## src/rtl/core/satoi_pkg.sv

```systemverilog
// satoi_pkg: widths, constants, codes and shared types of the swept box
// time-of-impact block. No dependencies; used by every rtl/core file except satoi_delay.
package satoi_pkg;

  // field and datapath widths
  localparam int unsigned COORD_W = 32;
  localparam int unsigned HALF_W  = 31;
  localparam int unsigned DIFF_W  = 33;
  localparam int unsigned MAG_W   = 32;
  localparam int unsigned NUM_W   = 35;
  localparam int unsigned RAD_W   = 66;
  localparam int unsigned ROOT_W  = 33;
  localparam int unsigned CFG_W   = 16;
  localparam int unsigned TOI_W   = 17;
  localparam int unsigned QUOT_W  = 25;
  localparam int unsigned TIME_W  = 26;

  // time constants in Q1.16 (TIME_ONE) and Q9.16 (TIME_SAT)
  localparam logic [TOI_W-1:0]  TIME_ONE = 17'h10000;
  localparam logic [QUOT_W-1:0] TIME_SAT = 25'h1000000;

  // register reset values
  localparam logic [CFG_W-1:0] MIN_MOTION_RST   = 16'd66;
  localparam logic [CFG_W-1:0] PARALLEL_EPS_RST = 16'd66;

  // configuration register indexes
  typedef enum logic {
    CFG_MIN_MOTION   = 1'b0,
    CFG_PARALLEL_EPS = 1'b1
  } cfg_index_t;

  // per-item data that rides beside the square root
  typedef struct packed {
    logic [MAG_W-1:0] ax;
    logic [MAG_W-1:0] ay;
    logic             out_x;
    logic             out_y;
  } side_t;

  // axis status once the motion length is known
  typedef struct packed {
    logic len_ok;
    logic par_x;
    logic par_y;
    logic out_x;
    logic out_y;
  } axis_flags_t;

endpackage

```

## src/rtl/core/satoi_isqrt.sv

```systemverilog
// satoi_isqrt: pipelined floor square root of a 66 bit value, one root bit
// per stage, ROOT_W stages. Depends on satoi_pkg.
module satoi_isqrt (
  input  logic                          clk,
  input  logic                          en,
  input  logic [satoi_pkg::RAD_W-1:0]   rad,
  output logic [satoi_pkg::ROOT_W-1:0]  root
);

  localparam int unsigned STEPS = satoi_pkg::ROOT_W;
  localparam int unsigned RW    = satoi_pkg::RAD_W;
  localparam int unsigned QW    = satoi_pkg::ROOT_W;
  localparam int unsigned REM_W = satoi_pkg::ROOT_W + 3;

  logic [RW-1:0]    rad_q  [STEPS-1];
  logic [REM_W-1:0] rem_q  [STEPS-1];
  logic [QW-1:0]    root_q [STEPS];

  for (genvar k = 0; k < STEPS; k++) begin : g_step
    localparam int unsigned PB = 2 * (STEPS - 1 - k);
    logic [RW-1:0]    rad_in;
    logic [REM_W-1:0] rem_in;
    logic [QW-1:0]    root_in;
    logic [REM_W-1:0] rem_sh;
    logic [REM_W-1:0] trial;
    logic             take;

    if (k == 0) begin : g_first
      assign rad_in  = rad;
      assign rem_in  = '0;
      assign root_in = '0;
    end else begin : g_next
      assign rad_in  = rad_q[k-1];
      assign rem_in  = rem_q[k-1];
      assign root_in = root_q[k-1];
    end

    // bring down the next bit pair and try root*4+1
    assign rem_sh = {rem_in[REM_W-3:0], rad_in[PB+1:PB]};
    assign trial  = {1'b0, root_in, 2'b01};
    assign take   = (rem_sh >= trial);

    always_ff @(posedge clk) begin
      if (en) begin
        root_q[k] <= {root_in[QW-2:0], take};
      end
    end

    if (k < STEPS - 1) begin : g_carry
      always_ff @(posedge clk) begin
        if (en) begin
          rad_q[k] <= rad_in;
          rem_q[k] <= take ? (rem_sh - trial) : rem_sh;
        end
      end
    end
  end

  assign root = root_q[STEPS-1];

endmodule

```

## config.mk

```make
export PLATFORM = sky130hd
export DESIGN_NAME = satoi_isqrt
export DESIGN_NICKNAME = d
export VERILOG_FILES = /design/src/rtl/core/satoi_pkg.sv /design/src/rtl/core/satoi_isqrt.sv
export SDC_FILE = /design/constraint.sdc
export NUM_CORES = 2
export LEC_CHECK = 0
export BUFFER_PORTS_ARGS = -buffer_cell sky130_fd_sc_hd__buf_2
export CAP_MARGIN = 25
export CORE_MARGIN = 8
export CORE_UTILIZATION = 50
export CTS_CLUSTER_SIZE = 30
export DETAILED_ROUTE_END_ITERATION = 10
export PLACE_DENSITY = 0.68
export SYNTH_ARGS = -nofsm -noshare
export SYNTH_HDL_FRONTEND = slang
export SYNTH_MEMORY_MAX_BITS = 65536
export SYNTH_SLANG_ARGS = --single-unit
```

## constraint.sdc

```tcl
create_clock -name clk -period 3.7 [get_ports clk]
set_input_delay 0.74 -clock clk [delete_from_list [all_inputs] [get_ports clk]]
set_output_delay 0.74 -clock clk [all_outputs]
set_load 0.005 [all_outputs]
```

==> metrics.txt <==
status finished with violations; failing checks negative setup slack; RD Place Congestion 0.912; switching power share of the total 28.3%; Sequential Power Share 46.5%; pre-CTS setup slack -0.163 ns; clock share of power 32.4%; synth warn 0; final slew viol count 0; largest net degree at the start of global routing 173; CP Class reg -> reg; count leader, synth edfxtp_1; FILL cells 19400; initial antenna violation count 3; CP endpoint kind flop; Core Util, Final 57.1%; Crit Reg-Reg Endpoint rem_q[8][25]; CTS H-tree lvls 5; Sink Count 2654; clk_skew 0.0759 ns; Core Region 245000 µm²; minimum clock period 3.86 ns; worst hold endpoint rad_q[0][39]; Post-synth top flop edfxtp_1; Setup WS post-layout -0.156 ns; CTS buffer count 304; Clock Path Buffers 4; syn_area_per_cell 13.0 µm²; DP HPWL 185 mm; Cells after Synth 9445; Initial Utilization 50.2%; switching power total 24.9 mW; IO buf count 100; DIE HEIGHT 512 µm; post-synthesis simple-gate area fraction 9.52%; hold depth 1; Post-route DRC 0; ranking of synthesized cells by area edfxtp_1 (65%), ha_1 (6.1%), xnor2_1 (3.3%); critical path's largest stage delay 0.55 ns; Post-synth EDFFs 2654; DRT Wirelength 255 mm; mapped cell area 123000 µm²; latest clock arrival within the worst-skew pair 0.95 ns; peak supply drop 0.645 mV; Final #Nets 10700; vias in the first global route 73900; global-route wire length before repair 402 mm; Synth Area in XOR/XNOR 6.35%; RSZ-0062 raised after global routing true; share of layout cells above drive strength 1 10.1%; TNS Setup -3.28 ns; area delta synth->final 13.8%; beginning of the critical path rem_q[7][9]; vias per cell 5.53; TritonCTS clock tree built; Critical Path, Cell by Cell or4_4 > or4_4 > or4_4 > or4_4 > or3_4 > nor4_4 > buf_6 > a311o_4 > or2_4 > nor2_1 > xor2_1; post-synthesis compound-gate area fraction 9.79%; Post-Synth Adder-Cell Area 6.06%; Final Setup Violations 32; R2R depth 11; DR pass1 iterations 6; share of the synthesized area in the top cell type 64.8%; maximum fanout along the worst path 7; actual slew at the worst max-slew pin 0.898 ns; Cell Rows 182; Yosys top cell by area edfxtp_1; Final Hold Vio Count 0; gr ovfl total 0; Die X-Extent 512 µm; GRT Total Usage 18.9%; clk root buf clkbuf_16; period utilization 104%; Syn Nets 10100; Comb power frac 21.2%; flop2flop setup slack -0.16 ns; Clock transition at path regs 0.06 ns; Critical Path AT 4.49 ns; DR vias 74400; most used cell along the critical path or4_4; largest family of logic cells by synthesized area compound AO/OA/AOI/OAI gates; internal power 63.1 mW; Crit-path slowest cell or4_4; initial DRC count 5179; total of max-cap violations 0; Final ANT Viol Nets 0; Critical Path RT 4.33 ns; Hold/Removal Path Class in -> reg; WL/cell 18.9 µm; Pwr Density 629 nW/µm²; Async SR Flop Fraction 0%; CP startpoint kind flop; Yosys cell types 86; Die ar. 262000 µm²; number of synthesized register bits 2654; P_leak 53.8 nW; mux cell area share after synthesis 0.662%; io pins 101; most frequent cells after synthesis edfxtp_1 (2654), inv_1 (731), nand2_1 (665); worst r2r src rem_q[7][9]; non-filler cells, final 13500; Slew headroom 40.1%; Hold Path Origin rad[39]; Placed Instances 12900; Achievable Freq 259 MHz; sequential-to-total area share from yosys stat 64.8%
==> state kept, by name, summed over array words and instances (netlist names) <==
signal	cells
rad_q	1056
rem_q	1037
root_q	561
==> worst max-delay path, delay by kind of cell (launching register included) <==
family	cells	cell delay [ns]
simple gates	8	2.76
flops	1	0.39
compound gates	1	0.18
buf+inv	1	0.16
xor+xnor	1	0.14
==> worst max path at each step <==
stage	end	slack, ns	cells past startpoint
2_1_floorplan	rem_q[8][15]	-0.15	11
3_3_place_gp	rem_q[8][15]	-0.14	10
3_5_place_dp	rem_q[8][25]	-0.16	10
4_1_cts	rem_q[8][29]	-0.14	11
5_1_grt	rem_q[8][25]	-0.23	11
6_report	rem_q[8][25]	-0.16	11
==> metrics by stage <==
stage | area [µm²] | hold WS, ns | power (mW)
finish | 140000 | 0.0748 | 88.0
global placement | 129000 | 0.400 | 59.4
detailed placement | 129000 | 0.405 | 59.7
CTS | 140000 | 0.00398 | 88.7
floorplan | 123000 | 0.400 | 53.5
global route | 140000 | 0.0195 | 92.3
==> power by group through the flow <==
stage	Combinational [mW]	Sequential (mW)	Clock [mW]
floorplan	13.3	40.2	0
global placement	17.9	41.4	0
detailed placement	18.2	41.5	0
CTS	18.5	40.9	29.3
global route	20.8	41.3	30.3
finish	18.7	40.9	28.5
==> cells by family after synthesis <==
group,Yosys count
other,1
buffers and inverters,917
flip-flops,2654
multiplexers,73
AO/OA/AOI/OAI,1940
XOR/XNOR,892
adder cells (fa/ha/maj),596
AND/OR/NAND/NOR,2372
==> repair_timing <==
item | in CTS | in global routing
endpoints found under the setup margin | 51 | 254
setup buffers | 2 | 16
hold buffers | 63 | 0
pin swaps | 6 | 20
resized for setup | 16 | 86
endpoints found under the hold margin | 62 | 0
cloned | 1 | 1
==> cell usage in the layout (no fill, tap or decap), types with 278 or more instances in the layout <==
cell / count
inv_1: 731
nor2_1: 516
nand2_1: 659
ha_1: 592
xnor2_1: 458
xor2_1: 429
a21oi_1: 551
clkbuf_16: 308
edfxtp_1: 2654
o21ai_0: 530
a21o_1: 278
==> area by class of cell <==
class	count	area, µm²	area share, %
clock inverter	177	1630	1.17
sequential	2654	79700	56.9
antenna	1	2.50	0.00179
tap	3220	4030	2.88
timing repair buffer	451	3760	2.69
timing repair inverter	1	7.51	0.00536
multi-input combinational	5874	40300	28.8
inverter	734	2760	1.97
clock buffer	347	7830	5.59
==> routing by layer <==
layer  global-route usage (%)  wire length (µm)
met1                     25.0            111000
met2                     31.7            122000
met3                     2.65             11200
met4                     7.23             10400
met5                        0                 0
Power figures use the tool's default switching activity.
