## config.mk

```make
export PLATFORM = sky130hd
export DESIGN_NAME = satoi_fdiv
export DESIGN_NICKNAME = d
export VERILOG_FILES = /design/src/rtl/core/satoi_pkg.sv /design/src/rtl/core/satoi_fdiv.sv
export SDC_FILE = /design/constraint.sdc
export NUM_CORES = 2
export LEC_CHECK = 0
export BUFFER_PORTS_ARGS = -buffer_cell sky130_fd_sc_hd__buf_2
export CAP_MARGIN = 20
export CORE_UTILIZATION = 64
export DETAILED_ROUTE_END_ITERATION = 7
export PLACE_DENSITY = 0.9
export SYNTH_ARGS = -nofsm -noshare
export SYNTH_HDL_FRONTEND = slang
export SYNTH_SLANG_ARGS = --single-unit
```

## constraint.sdc

```tcl
create_clock -name clk -period 6.2 [get_ports clk]
set_input_delay 0.62 -clock clk [delete_from_list [all_inputs] [get_ports clk]]
set_output_delay 0.62 -clock clk [all_outputs]
set_load 0.02 [all_outputs]
```

## src/rtl/core/satoi_pkg.sv

```systemverilog
// satoi_pkg: widths, constants, codes and shared types of the swept box
// time-of-impact block. No dependencies; used by every rtl/core file except satoi_delay.
package satoi_pkg;

  // field and datapath widths
  localparam int unsigned COORD_W = 32;
  localparam int unsigned HALF_W  = 31;
  localparam int unsigned DIFF_W  = 33;
  localparam int unsigned MAG_W   = 32;
  localparam int unsigned NUM_W   = 35;
  localparam int unsigned RAD_W   = 66;
  localparam int unsigned ROOT_W  = 33;
  localparam int unsigned CFG_W   = 16;
  localparam int unsigned TOI_W   = 17;
  localparam int unsigned QUOT_W  = 25;
  localparam int unsigned TIME_W  = 26;

  // time constants in Q1.16 (TIME_ONE) and Q9.16 (TIME_SAT)
  localparam logic [TOI_W-1:0]  TIME_ONE = 17'h10000;
  localparam logic [QUOT_W-1:0] TIME_SAT = 25'h1000000;

  // register reset values
  localparam logic [CFG_W-1:0] MIN_MOTION_RST   = 16'd66;
  localparam logic [CFG_W-1:0] PARALLEL_EPS_RST = 16'd66;

  // configuration register indexes
  typedef enum logic {
    CFG_MIN_MOTION   = 1'b0,
    CFG_PARALLEL_EPS = 1'b1
  } cfg_index_t;

  // per-item data that rides beside the square root
  typedef struct packed {
    logic [MAG_W-1:0] ax;
    logic [MAG_W-1:0] ay;
    logic             out_x;
    logic             out_y;
  } side_t;

  // axis status once the motion length is known
  typedef struct packed {
    logic len_ok;
    logic par_x;
    logic par_y;
    logic out_x;
    logic out_y;
  } axis_flags_t;

endpackage

```

## src/rtl/core/satoi_fdiv.sv

```systemverilog
// satoi_fdiv: pipelined floor(num * 65536 / den), rounded toward minus
// infinity and saturated to +-2^24; one quotient bit per stage. Uses satoi_pkg.
module satoi_fdiv (
  input  logic                                clk,
  input  logic                                en,
  input  logic signed [satoi_pkg::NUM_W-1:0]  num,
  input  logic signed [satoi_pkg::DIFF_W-1:0] den,
  output logic signed [satoi_pkg::TIME_W-1:0] frac
);

  localparam int unsigned NW    = satoi_pkg::NUM_W;
  localparam int unsigned DW    = satoi_pkg::MAG_W;
  localparam int unsigned QW    = satoi_pkg::QUOT_W;
  localparam int unsigned TW    = satoi_pkg::TIME_W;
  localparam int unsigned FRAC  = 16;
  localparam int unsigned LOW_W = QW - FRAC;

  typedef struct packed {
    logic [LOW_W-1:0] low;
    logic [DW-1:0]    rem;
    logic [DW-1:0]    dv;
    logic [QW-1:0]    q;
    logic             neg;
    logic             ovf;
  } dstage_t;

  dstage_t       stg [QW+1];
  logic [NW-1:0] n_abs;
  logic [DW-1:0] d_abs;
  logic          ovf_a;

  // magnitudes, sign and overflow of the 25 bit quotient
  always_comb begin
    n_abs = num[NW-1] ? NW'(-num) : NW'(num);
    d_abs = den[satoi_pkg::DIFF_W-1] ? DW'(-den) : DW'(den);
    ovf_a = (DW'(n_abs[NW-1:LOW_W]) >= d_abs);
  end

  always_ff @(posedge clk) begin
    if (en) begin
      stg[0].low <= n_abs[LOW_W-1:0];
      stg[0].rem <= DW'(n_abs[NW-1:LOW_W]);
      stg[0].dv  <= d_abs;
      stg[0].q   <= '0;
      stg[0].neg <= num[NW-1] ^ den[satoi_pkg::DIFF_W-1];
      stg[0].ovf <= ovf_a;
    end
  end

  // restoring division, quotient bit QW-1 down to 0
  for (genvar k = 0; k < QW; k++) begin : g_step
    localparam int unsigned QB = QW - 1 - k;
    logic          nb;
    logic [DW:0]   rem_sh;
    logic          take;

    if (QB >= FRAC) begin : g_low
      assign nb = stg[k].low[QB-FRAC];
    end else begin : g_zero
      assign nb = 1'b0;
    end

    assign rem_sh = {stg[k].rem, nb};
    assign take   = (rem_sh >= {1'b0, stg[k].dv});

    always_ff @(posedge clk) begin
      if (en) begin
        stg[k+1].low <= stg[k].low;
        stg[k+1].rem <= take ? DW'(rem_sh - {1'b0, stg[k].dv}) : DW'(rem_sh);
        stg[k+1].dv  <= stg[k].dv;
        stg[k+1].q   <= {stg[k].q[QW-2:0], take};
        stg[k+1].neg <= stg[k].neg;
        stg[k+1].ovf <= stg[k].ovf;
      end
    end
  end

  // saturate, round negative results down, apply sign
  logic          sat;
  logic [QW-1:0] qs;
  logic [TW-1:0] mag_e;

  always_comb begin
    sat = stg[QW].ovf || (stg[QW].q > satoi_pkg::TIME_SAT);
    qs  = sat ? satoi_pkg::TIME_SAT : stg[QW].q;
    if (stg[QW].neg && (stg[QW].rem != '0) && (qs < satoi_pkg::TIME_SAT)) begin
      qs = qs + QW'(1);
    end
    mag_e = {1'b0, qs};
  end

  always_ff @(posedge clk) begin
    if (en) begin
      frac <= stg[QW].neg ? $signed(TW'(0) - mag_e) : $signed(mag_e);
    end
  end

endmodule

```

==> results.toml <==
[floorplanning]
pin_count = 96
starting_utilization_of_the_core_area = 0.647
floorplan.die.width_um = 425
fp.dieArea_um2 = 181000
core_footprint_um2 = 177000
fp-row-count = 154
die_h_um = 425

[logic_synthesis]
syn_area_um2 = 115000
yosys.cell_types.count = 92
number_of_synthesized_flops_with_an_enable_pin = 2074
synth.top_cell.area_share = 0.544
seq_area_frac_synth = 0.544
postSynthRegisterBits = 2074
synthArstFlopShare = 0
synth_top_area_cell = "sky130_fd_sc_hd__edfxtp_1"
synthesis.instances = 10000
postSynthAreaPerCell_um2 = 11.4
yosys_most_used_dff = "sky130_fd_sc_hd__edfxtp_1"
yosys_warnings = 0
synthesis.nets = 10900
synth.area.top_cells = "sky130_fd_sc_hd__edfxtp_1 (54%), sky130_fd_sc_hd__ha_1 (9.0%), sky130_fd_sc_hd__xnor2_1 (3.5%)"

[clocking]
cts.reportedPaths.clkPinSlew_ns = 0.06
htree_levels = 4
cts_buffer_depth = 3
cts_setup_buffers = 0
ctsResizeCount = 0
cts-root-buf = "sky130_fd_sc_hd__clkbuf_16"
numCtsBuffers = 210
sink_count = 2074
cts_tree = "built"
clkLatencyLatePin_ns = 0.86

[global_route]
pin_count_of_the_biggest_net_entering_global_routing = 178
first_pass_grt_wire_length_mm = 428
grt_usage = 0.302
antenna_found_initial = 11
first_global_vias = 76500
globalRouteOverflowTotal = 0

[pwr]
power.static_leakage_nw = 51.0
cellPowerDensity_nw_per_um2 = 512
design_power_total_mw = 64.2
ir_worst_vdd_uv = 344

[drt]
drc_errors = 0
routed_wire_length_per_instance_um = 21.7
finalWirelength_mm = 276
via_count = 79200
detailedRoute.firstPassIterationCount = 8
post_drt_via_cell_ratio = 6.22
drt_iter0_markers = 7923
postRouteAntennaNets = 0

[setup_path]
worst_path_dominant_cell_family = "simple AND/OR/NAND/NOR gates"
req_time_crit_path_ns = 6.85
critical-path-slowest-cell = "sky130_fd_sc_hd__or4_1"
critical_path_peak_fanout = 4
critPathKind = "input pin to flop"
worstPathCellList = "dlygate4sd3_1 > buf_2 > inv_1 > nand2_1 > or4_1 > or2_2 > nand2b_1 > or4_1 > inv_1 > a21boi_0 > a21o_1 > a21oi_1 > xnor2_1 > ha_1 > nand4_1 > o41ai_1 > nor4_1 > o21ai_0 > o22ai_1 > or4_4 > a2111oi_2"
startpoint_type = "input pin"
timing.critical_path.slowest_cell_delay_ns = 0.59
worstSetupEndpointType = "flop"
crit_arrival_ns = 5.75
critical_path.n_buffers_inverters = 4

[sta]
slew_headroom = 0.297
tightestPinTransition_ns = 1.04
timing.final.hold_violations = 0
finalSetupViolations = 0
hold_slack_ns = 0.120
fin_skew_ns = 0.0386
rsz0062_at_grt = "no"
slew_violations = 0
fmax_mhz = 196
setup_tns_ns = 0
final.period_utilization = 0.822
fin_crit_ns = 5.10

[cells_and_area]
postLayoutCoreUtil = 0.709
areaGrowthSynthToFinish_pct = 9.45
final_layout_size_suffix_gt1_frac = 0.0885
finish.net_count = 11100

[outcome]
outcome = "completed"

[placement]
global_placer_s_final_weighted_congestion = 0.950
place.detailed.hpwl_mm = 203
port-buffer-count = 95

[hold_path]
hold_path.class = "input pin to flop"

[job]
drv_cap = 0
[Yosys cell counts (all sizes together), types with 15 or more instances]
master,count
a21oi,686
a31oi,66
o31a,24
a31o,24
fa,25
buf,25
a311oi,15
o31ai,85
clkbuf,153
and3,67
edfxtp,2074
a41oi,16
ha,825
o21a,129
nand4,111
o2111ai,16
and2,46
nor2,574
o21bai,79
nor2b,107
nor3,148
nand4b,15
o211ai,28
mux2i,26
a21boi,55
nand3,129
nand2,717
or2,43
or4,29
nand2b,130
o21ai,669
or3,59
mux2,303
o41ai,20
xor2,261
a211oi,62
and4,15
xnor2,452
a21o,376
inv,1053
nor4,53
[worst paths after layout]
check	startpoint	to	slack [ns]	cells after the start
max	num[0]	stg[0][0]	1.10	21
min	den[17]	stg[0][44]	0.12	2
max reg2reg	stg[22][61]	stg[23][61]	1.23	12
min reg2reg	stg[19][4]	stg[20][5]	0.40	0
[area by class of cell]
type | instances | area (um2)
Timing Repair Buffer | 166 | 1200
Antenna cell | 7 | 17.5
Tap cell | 2340 | 2930
Clock inverter | 155 | 1860
Fill cell | 11900 | 51600
Sequential cell | 2074 | 62300
Clock buffer | 239 | 5360
Multi-Input combinational cell | 6697 | 47700
Inverter | 1054 | 3960
[routing by layer]
| layer | global-route usage | routed length [um] |
|---|---|---|
| met5 | 0 | 27 |
| met4 | 0.104 | 9790 |
| met3 | 0.0412 | 18700 |
| met2 | 0.499 | 132000 |
| met1 | 0.412 | 116000 |
[kinds of logic after synthesis]
logic type,synth area share
compound gates,0.138
xor+xnor,0.0545
fa+ha+maj,0.0946
buf+inv,0.0404
flops,0.544
mux,0.0321
simple gates,0.0960
[registers in the layout, indices dropped and copies added, names as in the netlist]
| signal | count |
|---|---|
| frac | 26 |
| stg | 2048 |
[placed cells by master, fill, tap and decap left out, types with 111 or more instances in the layout]
cell                           n
sky130_fd_sc_hd__a21oi_1     685
sky130_fd_sc_hd__mux2_2      303
sky130_fd_sc_hd__nand4_1     111
sky130_fd_sc_hd__nand2_1     717
sky130_fd_sc_hd__xnor2_1     452
sky130_fd_sc_hd__ha_1        825
sky130_fd_sc_hd__a21o_1      376
sky130_fd_sc_hd__nor3_1      147
sky130_fd_sc_hd__o21ai_0     663
sky130_fd_sc_hd__nand2b_1    129
sky130_fd_sc_hd__nor2_1      572
sky130_fd_sc_hd__edfxtp_1   2074
sky130_fd_sc_hd__o21a_1      129
sky130_fd_sc_hd__xor2_1      261
sky130_fd_sc_hd__inv_1      1052
sky130_fd_sc_hd__clkbuf_16   210
sky130_fd_sc_hd__nand3_1     129
[where the power goes]
group	switching [mW]	internal (mW)	leakage (nW)	total [mW]
logic	16.1	11.9	27.2	28.0
registers	2.35	20.6	20.3	22.9
clock network	5.65	7.69	3.51	13.3
[through the flow]
step | setup slack [ns] | instances | instance area (um2)
6_report | 1.10 | 12700 | 125000
2_1_floorplan | 1.32 | 10000 | 115000
3_3_place_gp | 0.915 | 12300 | 118000
5_1_grt | 0.824 | 12700 | 125000
4_1_cts | 1.21 | 12700 | 125000
3_5_place_dp | 0.845 | 12300 | 118000
[timing repair]
action                     4_1_cts  5_1_grt
hold endpoints to repair         2        0
setup endpoints to repair        0        0
hold buffers                     2        0
Power figures use the tool's default switching activity.
